$ cat config.mk
export PLATFORM = sky130hd
export DESIGN_NAME = float32_to_fp12_round_unit
export DESIGN_NICKNAME = d
export VERILOG_FILES = /design/src/design/fp12r_pkg.sv /design/src/design/float32_to_fp12_round_unit.sv /design/src/design/fp12r_convert.sv
export SDC_FILE = /design/constraint.sdc
export NUM_CORES = 1
export LEC_CHECK = 0
export BUFFER_PORTS_ARGS = -buffer_cell sky130_fd_sc_hd__buf_4
export CORE_MARGIN = 2
export CORE_UTILIZATION = 55
export CTS_BUF_LIST = sky130_fd_sc_hd__clkbuf_8
export CTS_CLUSTER_DIAMETER = 200
export DETAILED_ROUTE_END_ITERATION = 8
export GPL_ROUTABILITY_DRIVEN = 0
export GPL_TIMING_DRIVEN = 0
export PLACE_DENSITY = 0.76
export SLEW_MARGIN = 5
export SYNTH_ARGS = -nofsm -noshare
export SYNTH_HDL_FRONTEND = slang
export SYNTH_HIERARCHICAL = 1
export SYNTH_SLANG_ARGS = --single-unit
$ cat constraint.sdc
create_clock -name aclk -period 5.25 [get_ports aclk]
set_input_delay 0.525 -clock aclk [delete_from_list [all_inputs] [get_ports aclk]]
set_output_delay 0.525 -clock aclk [all_outputs]
set_load 0.01 [all_outputs]
$ cat src/design/fp12r_pkg.sv
// ----------------------------------------------------------------------------
// fp12r_pkg
// Shared types and constants for the binary32 to fp12 rounding converter.
// ----------------------------------------------------------------------------
package fp12r_pkg;

    // Port widths.
    localparam int FLOAT_W = 32;
    localparam int WORD_W  = 16;
    localparam int CODE_W  = 11;

    typedef logic [FLOAT_W-1:0] float_bits_t;
    typedef logic [WORD_W-1:0]  fp12_word_t;
    typedef logic [CODE_W-1:0]  fp12_code_t;

    // Format constants.
    localparam int BIAS32 = 127;
    localparam int BIAS12 = 31;

    localparam logic [7:0]  EXP32_ALL_ONES = 8'hFF;
    localparam logic [7:0]  EXP32_ZERO     = 8'h00;
    localparam fp12_code_t  EXP_ALL_ONES   = 11'h7E0;
    localparam fp12_code_t  NAN_CODE       = 11'h7E1;
    localparam fp12_code_t  ZERO_CODE      = 11'h000;

    // Binary32 exponent field limits for each result range.
    localparam logic [7:0] E8_NORM_MIN   = 8'(BIAS32 + 1 - BIAS12);   // 97
    localparam logic [7:0] E8_NORM_MAX   = 8'(BIAS32 + BIAS12);       // 158
    localparam logic [7:0] E8_SUB_SHBASE = 8'(BIAS32 - 12);           // 115
    localparam logic [7:0] E8_SUB_MIN    = 8'(BIAS32 - 12 - 25);      // 90

    // Mantissa bits dropped when rounding a normal result.
    localparam int NORM_SHIFT = 18;

endpackage

$ cat src/design/float32_to_fp12_round_unit.sv
// ----------------------------------------------------------------------------
// float32_to_fp12_round_unit
// Converts binary32 patterns to the 1-6-5 fp12 format, round to nearest even.
// ----------------------------------------------------------------------------
// Throughput: one request per cycle; the input register and the result
// register form a two-stage pipeline that stalls only when both are full.
// Reset (aresetn low, synchronous) empties both stages; payloads keep data.
module float32_to_fp12_round_unit (
    input  logic                   aclk,
    input  logic                   aresetn,
    input  logic                   s_valid,
    output logic                   s_ready,
    input  fp12r_pkg::float_bits_t s_float_bits,
    output logic                   m_valid,
    input  logic                   m_ready,
    output fp12r_pkg::fp12_word_t  m_fp12_word
);

    logic                   s1_valid_reg;
    fp12r_pkg::float_bits_t s1_bits_reg;
    logic                   m_valid_reg;
    fp12r_pkg::fp12_word_t  m_word_reg;
    fp12r_pkg::fp12_word_t  conv_word;
    logic                   out_advance;

    // The result stage loads when empty or when its request is taken.
    assign out_advance = !m_valid_reg || m_ready;
    assign s_ready     = !s1_valid_reg || out_advance;

    // Conversion between the input register and the result register.
    fp12r_convert u_convert (
        .float_bits (s1_bits_reg),
        .fp12_word  (conv_word)
    );

    // Pipeline valid bits.
    always_ff @(posedge aclk) begin
        if (!aresetn) begin
            s1_valid_reg <= 1'b0;
            m_valid_reg  <= 1'b0;
        end else begin
            if (s_ready) begin
                s1_valid_reg <= s_valid;
            end
            if (out_advance) begin
                m_valid_reg <= s1_valid_reg;
            end
        end
    end

    // Pipeline payloads.
    always_ff @(posedge aclk) begin
        if (s_valid && s_ready) begin
            s1_bits_reg <= s_float_bits;
        end
        if (out_advance && s1_valid_reg) begin
            m_word_reg <= conv_word;
        end
    end

    assign m_valid     = m_valid_reg;
    assign m_fp12_word = m_word_reg;

    // The input stage backs up only when both stages hold requests.
    a_ready_low: assert property (@(posedge aclk) disable iff (!aresetn)
        !s_ready |-> (s1_valid_reg && m_valid_reg && !m_ready))
        else $error("input stalled while pipeline had room");

    // An accepted request always lands in the input stage.
    a_accept_fill: assert property (@(posedge aclk) disable iff (!aresetn)
        (s_valid && s_ready) |=> s1_valid_reg)
        else $error("accepted request lost");

    // The sign copies in the result agree.
    a_sign_fill: assert property (@(posedge aclk) disable iff (!aresetn)
        m_valid_reg |-> ($countones(m_word_reg[15:11]) == 0 ||
                         $countones(m_word_reg[15:11]) == 5))
        else $error("sign fill bits disagree");

    // Infinity and NaN codes carry a fraction of zero or one only.
    a_special_frac: assert property (@(posedge aclk) disable iff (!aresetn)
        (m_valid_reg && m_word_reg[10:5] == 6'h3F) |-> (m_word_reg[4:1] == 4'd0))
        else $error("bad fraction on all-ones exponent");

endmodule

$ cat src/design/fp12r_convert.sv
// ----------------------------------------------------------------------------
// fp12r_convert
// Combinational binary32 to fp12 conversion with round to nearest, ties to
// even, subnormal results, overflow to infinity and flush of binary32
// subnormals.
// ----------------------------------------------------------------------------
module fp12r_convert (
    input  fp12r_pkg::float_bits_t float_bits,
    output fp12r_pkg::fp12_word_t  fp12_word
);

    logic                  sign;
    logic [7:0]            e8;
    logic [22:0]           frac;
    logic [23:0]           mant;
    logic [5:0]            nq;
    logic                  n_up;
    logic [6:0]            nq_r;
    logic [5:0]            e_off;
    fp12r_pkg::fp12_code_t n_sum;
    logic [4:0]            sh;
    logic [4:0]            sh_m1;
    logic [23:0]           s_low_mask;
    logic [4:0]            sq;
    logic                  s_rbit;
    logic                  s_sticky;
    logic                  s_up;
    logic [5:0]            sq_r;
    fp12r_pkg::fp12_code_t code;

    // Field split.
    assign sign = float_bits[31];
    assign e8   = float_bits[30:23];
    assign frac = float_bits[22:0];
    assign mant = {1'b1, frac};

    // Normal range: keep six mantissa bits, round on the eighteen dropped.
    assign nq    = mant[23:18];
    assign n_up  = mant[17] && ((|mant[16:0]) || mant[18]);
    assign nq_r  = {1'b0, nq} + 7'(n_up);
    assign e_off = 6'(e8 - fp12r_pkg::E8_NORM_MIN);
    assign n_sum = {e_off, 5'd0} + fp12r_pkg::fp12_code_t'(nq_r);

    // Subnormal range: shift of 19 to 25 into units of 2^-35.
    assign sh         = 5'(fp12r_pkg::E8_SUB_SHBASE - e8);
    assign sh_m1      = sh - 5'd1;
    assign s_low_mask = (24'd1 << sh_m1) - 24'd1;
    assign sq         = 5'(mant >> sh);
    assign s_rbit     = mant[sh_m1];
    assign s_sticky   = |(mant & s_low_mask);
    assign s_up       = s_rbit && (s_sticky || sq[0]);
    assign sq_r       = {1'b0, sq} + 6'(s_up);

    // Range selection.
    always_comb begin
        priority if (e8 == fp12r_pkg::EXP32_ALL_ONES) begin
            code = (frac != 23'd0) ? fp12r_pkg::NAN_CODE : fp12r_pkg::EXP_ALL_ONES;
        end else if (e8 == fp12r_pkg::EXP32_ZERO) begin
            code = fp12r_pkg::ZERO_CODE;
        end else if (e8 > fp12r_pkg::E8_NORM_MAX) begin
            code = fp12r_pkg::EXP_ALL_ONES;
        end else if (e8 >= fp12r_pkg::E8_NORM_MIN) begin
            code = (n_sum >= fp12r_pkg::EXP_ALL_ONES) ? fp12r_pkg::EXP_ALL_ONES : n_sum;
        end else if (e8 < fp12r_pkg::E8_SUB_MIN) begin
            code = fp12r_pkg::ZERO_CODE;
        end else begin
            code = fp12r_pkg::fp12_code_t'(sq_r);
        end
    end

    // Sign fills the top five bits.
    assign fp12_word = {{5{sign}}, code};

endmodule

==> results.json <==
{
  "clock_latency_ns": 0.31,
  "synthArstFlopShare": 0,
  "ff_latch_area_mm2": 0.00148,
  "port_buffers": 53,
  "final_util": 0.644,
  "drt_iter0_markers": 609,
  "synth_flop_cell": "edfxtp_1",
  "grt_pass1_vias": 4140,
  "slew-limit-headroom": 0.325,
  "finalCriticalPeriod_ns": 4.99,
  "die-area_mm2": 0.00913,
  "areaGrowthSynthToFinish_pct": 14.3,
  "via_count": 4328,
  "slew_violations": 0,
  "hold_buffers": 0,
  "num-fill-cells": 692,
  "rsz0062_at_grt": "false",
  "slowest_stage": "a311oi_2",
  "fin_worst_skew_ns": 0.00960,
  "syn_area_mm2": 0.00461,
  "cts_setup_buffers": 0,
  "powerDensity_mw_per_mm2": 216,
  "largest_register_ffs": 32,
  "vias_per_cell": 6.96,
  "synth_nets": 504,
  "grtUsageTotal": 0.294,
  "routedWlPerCell_um": 20.9,
  "outcome": "finished, final reports clean",
  "holdPathEnd": "s1_bits_reg[31]$_DFFE_PP_",
  "yosysUniqueCellTypes": 81,
  "worst_hold_path_type": "input pin to flop",
  "root_buffer": "clkbuf_8",
  "synth_edf_count": 48,
  "cts.path.max_buffers": 2,
  "drc": 0,
  "critPathCaptureType": "flop",
  "h-tree-depth": 2,
  "hold_violations": 0,
  "coreArea_mm2": 0.00818,
  "syn_inst": 455,
  "tns_ns": 0,
  "place_hpwl_um": 9430,
  "finalWorstSetupSlack_ns": 0.265,
  "ys_seq_area_frac": 0.321,
  "globalRouteOverflowTotal": 0,
  "worstHoldStart": "s_float_bits[31]",
  "rr_worst_depth": 16,
  "startpoint_type": "flop",
  "crit_fanout": 10,
  "path_buf_inv": 3,
  "cts_resized": 0,
  "fin_crit_sh": 0.950,
  "clkSlewWorstSetupHoldPaths_ns": 0.10,
  "criticalPathCategory": "flop to flop",
  "synth-seq-cells": 50,
  "drt_pass1_iterations": 6,
  "cp_slowest_stage_delay_ns": 0.56,
  "io_pins": 54,
  "tightest_slew_ns": 1.00,
  "multiInputGateArea_mm2": 0.00290,
  "diodes": 0,
  "hold_depth": 1,
  "yosys_warnings": 6,
  "cts_tree": "built",
  "setup_viol": 0,
  "grt_pass1_wl_um": 20700,
  "cts_sinks": 50,
  "fin_nets": 565,
  "max_freq_ghz": 0.201,
  "worst-endpoint-arrival_ns": 5.02,
  "regToRegSetupSlack_ns": 0.26,
  "numCtsBuffers": 5,
  "antenna_found_initial": 0,
  "start_util": 0.564,
  "power.leakage_nw": 1.94,
  "crit_chain": "buf_2 > inv_2 > ha_1 > nand2b_2 > xnor2_2 > nor2_1 > nand2_1 > ha_1 > clkbuf_1 > o31ai_1 > a311oi_2 > o32a_1 > o211ai_1 > a2111oi_0 > and4_1 > o31ai_1",
  "design_power_total_mw": 1.14,
  "fp.dieW_um": 95.5,
  "postRouteAntennaNets": 0,
  "crit_family": "compound AO/OA/AOI/OAI gates",
  "pre_cts_ws_ns": 0.511,
  "die_h_um": 95.5,
  "r2r_end": "m_fp12_word[0]$_DFFE_PP_",
  "drt-total-wl_um": 13000,
  "drive_above_1_share": 0.263,
  "crit_required_ns": 5.29,
  "grt_max_degree": 23,
  "fp-row-count": 33,
  "ir_drop_mv": 0.170,
  "max-cap-violations": 0,
  "postSynthAreaPerCell_um2": 10.1,
  "reg2reg_from": "s1_bits_reg[25]$_DFFE_PP_"
}
-- worst register-to-register path, cell delays in order, from the launching register on --
cell and delay, ns:
edfxtp_1 0.52, buf_2 0.25, inv_2 0.22, ha_1 0.39
nand2b_2 0.17, xnor2_2 0.51, nor2_1 0.16, nand2_1 0.15
ha_1 0.15, clkbuf_1 0.36, o31ai_1 0.16, a311oi_2 0.56
o32a_1 0.26, o211ai_1 0.11, a2111oi_0 0.37, and4_1 0.31
o31ai_1 0.09
-- cell usage after synthesis (6+ instances only) --
cell | n | area [µm²]
nand2_1 | 53 | 199
edfxtp_1 | 48 | 1440
mux4_2 | 25 | 563
nor2_1 | 25 | 93.8
nand3_1 | 19 | 95.1
nor3_1 | 17 | 85.1
clkbuf_1 | 15 | 56.3
buf_2 | 13 | 65.1
ha_1 | 13 | 163
o21ai_0 | 13 | 65.1
a21oi_1 | 12 | 60.1
xnor2_1 | 12 | 105
xor2_1 | 12 | 105
inv_1 | 11 | 41.3
o31ai_1 | 10 | 75.1
a31oi_1 | 8 | 50.1
buf_4 | 7 | 52.6
mux2i_1 | 7 | 70.1
o211ai_1 | 7 | 52.6
and2_1 | 6 | 37.5
nand2b_1 | 6 | 37.5
nor4_1 | 6 | 37.5
or3_1 | 6 | 37.5
-- through the flow --
stage          area [µm²]  hold WS [ns]  std cells
2_1_floorplan        4610         0.529        455
4_1_cts              5270         0.382        622
3_3_place_gp         5140         0.517        613
6_report             5270         0.386        622
3_5_place_dp         5180         0.541        614
5_1_grt              5270         0.375        622
-- report_power, final --
| part | internal (mW) | switching, mW |
|---|---|---|
| Sequential | 0.465 | 0.0275 |
| Clock | 0.0940 | 0.131 |
| Combinational | 0.178 | 0.240 |
| Total | 0.738 | 0.399 |
-- cell type report --
class | instances | share of cell area
buffer | 37 | 0.0359
clock buffer | 5 | 0.0131
clock inverter | 3 | 0.00380
inverter | 13 | 0.00926
multi-input combinational | 355 | 0.551
sequential | 50 | 0.281
tap | 105 | 0.0249
timing repair buffer | 54 | 0.0807
-- cells in the final DEF, fill, tap and decap left out, types with 5 or more instances in the layout --
master,n
a21oi_1,11
nor4_1,6
clkbuf_8,5
nor3_1,17
and2_1,6
a211oi_1,5
clkbuf_1,15
o31ai_1,10
and3_1,5
nand3_1,19
mux2i_1,7
buf_2,13
buf_4,60
edfxtp_1,48
o21ai_0,13
nand2_1,53
or3_1,6
mux4_2,25
xnor2_1,12
inv_1,11
nand4_1,5
xor2_1,12
o211ai_1,7
nand2b_1,6
a31oi_1,8
ha_1,13
nor2_1,25
-- per-layer routing --
metal | up-vias | global-route usage | share of wire
li1 | 1879 | - | -
met1 | 2022 | 0.385 | 0.37
met2 | 353 | 0.460 | 0.46
met3 | 74 | 0.0822 | 0.12
met4 | 0 | 0.121 | 0.043
met5 | - | 0 | 0
-- kinds of logic after synthesis --
kind of cell / count (synthesis) / share of synthesized area
adders and majority gates: 13 / 0.0353
and+or+nand+nor: 170 / 0.194
xor gates and xnor gates: 30 / 0.0692
DFF: 50 / 0.321
AOI/OAI and AO/OA: 106 / 0.182
buffers and inverters: 50 / 0.0516
muxes: 36 / 0.147
-- how the worst max path moves through the flow --
stage	from	to	cells after the start
3_5_place_dp	s1_bits_reg[25]$_DFFE_PP_	m_fp12_word[0]$_DFFE_PP_	17
4_1_cts	s1_bits_reg[25]$_DFFE_PP_	m_fp12_word[0]$_DFFE_PP_	17
6_report	s1_bits_reg[25]$_DFFE_PP_	m_fp12_word[0]$_DFFE_PP_	16
3_3_place_gp	s1_bits_reg[25]$_DFFE_PP_	m_fp12_word[0]$_DFFE_PP_	16
5_1_grt	s1_bits_reg[25]$_DFFE_PP_	m_fp12_word[0]$_DFFE_PP_	16
2_1_floorplan	s1_bits_reg[25]$_DFFE_PP_	m_fp12_word[0]$_DFFE_PP_	17
(Power assumes the default switching activity.)
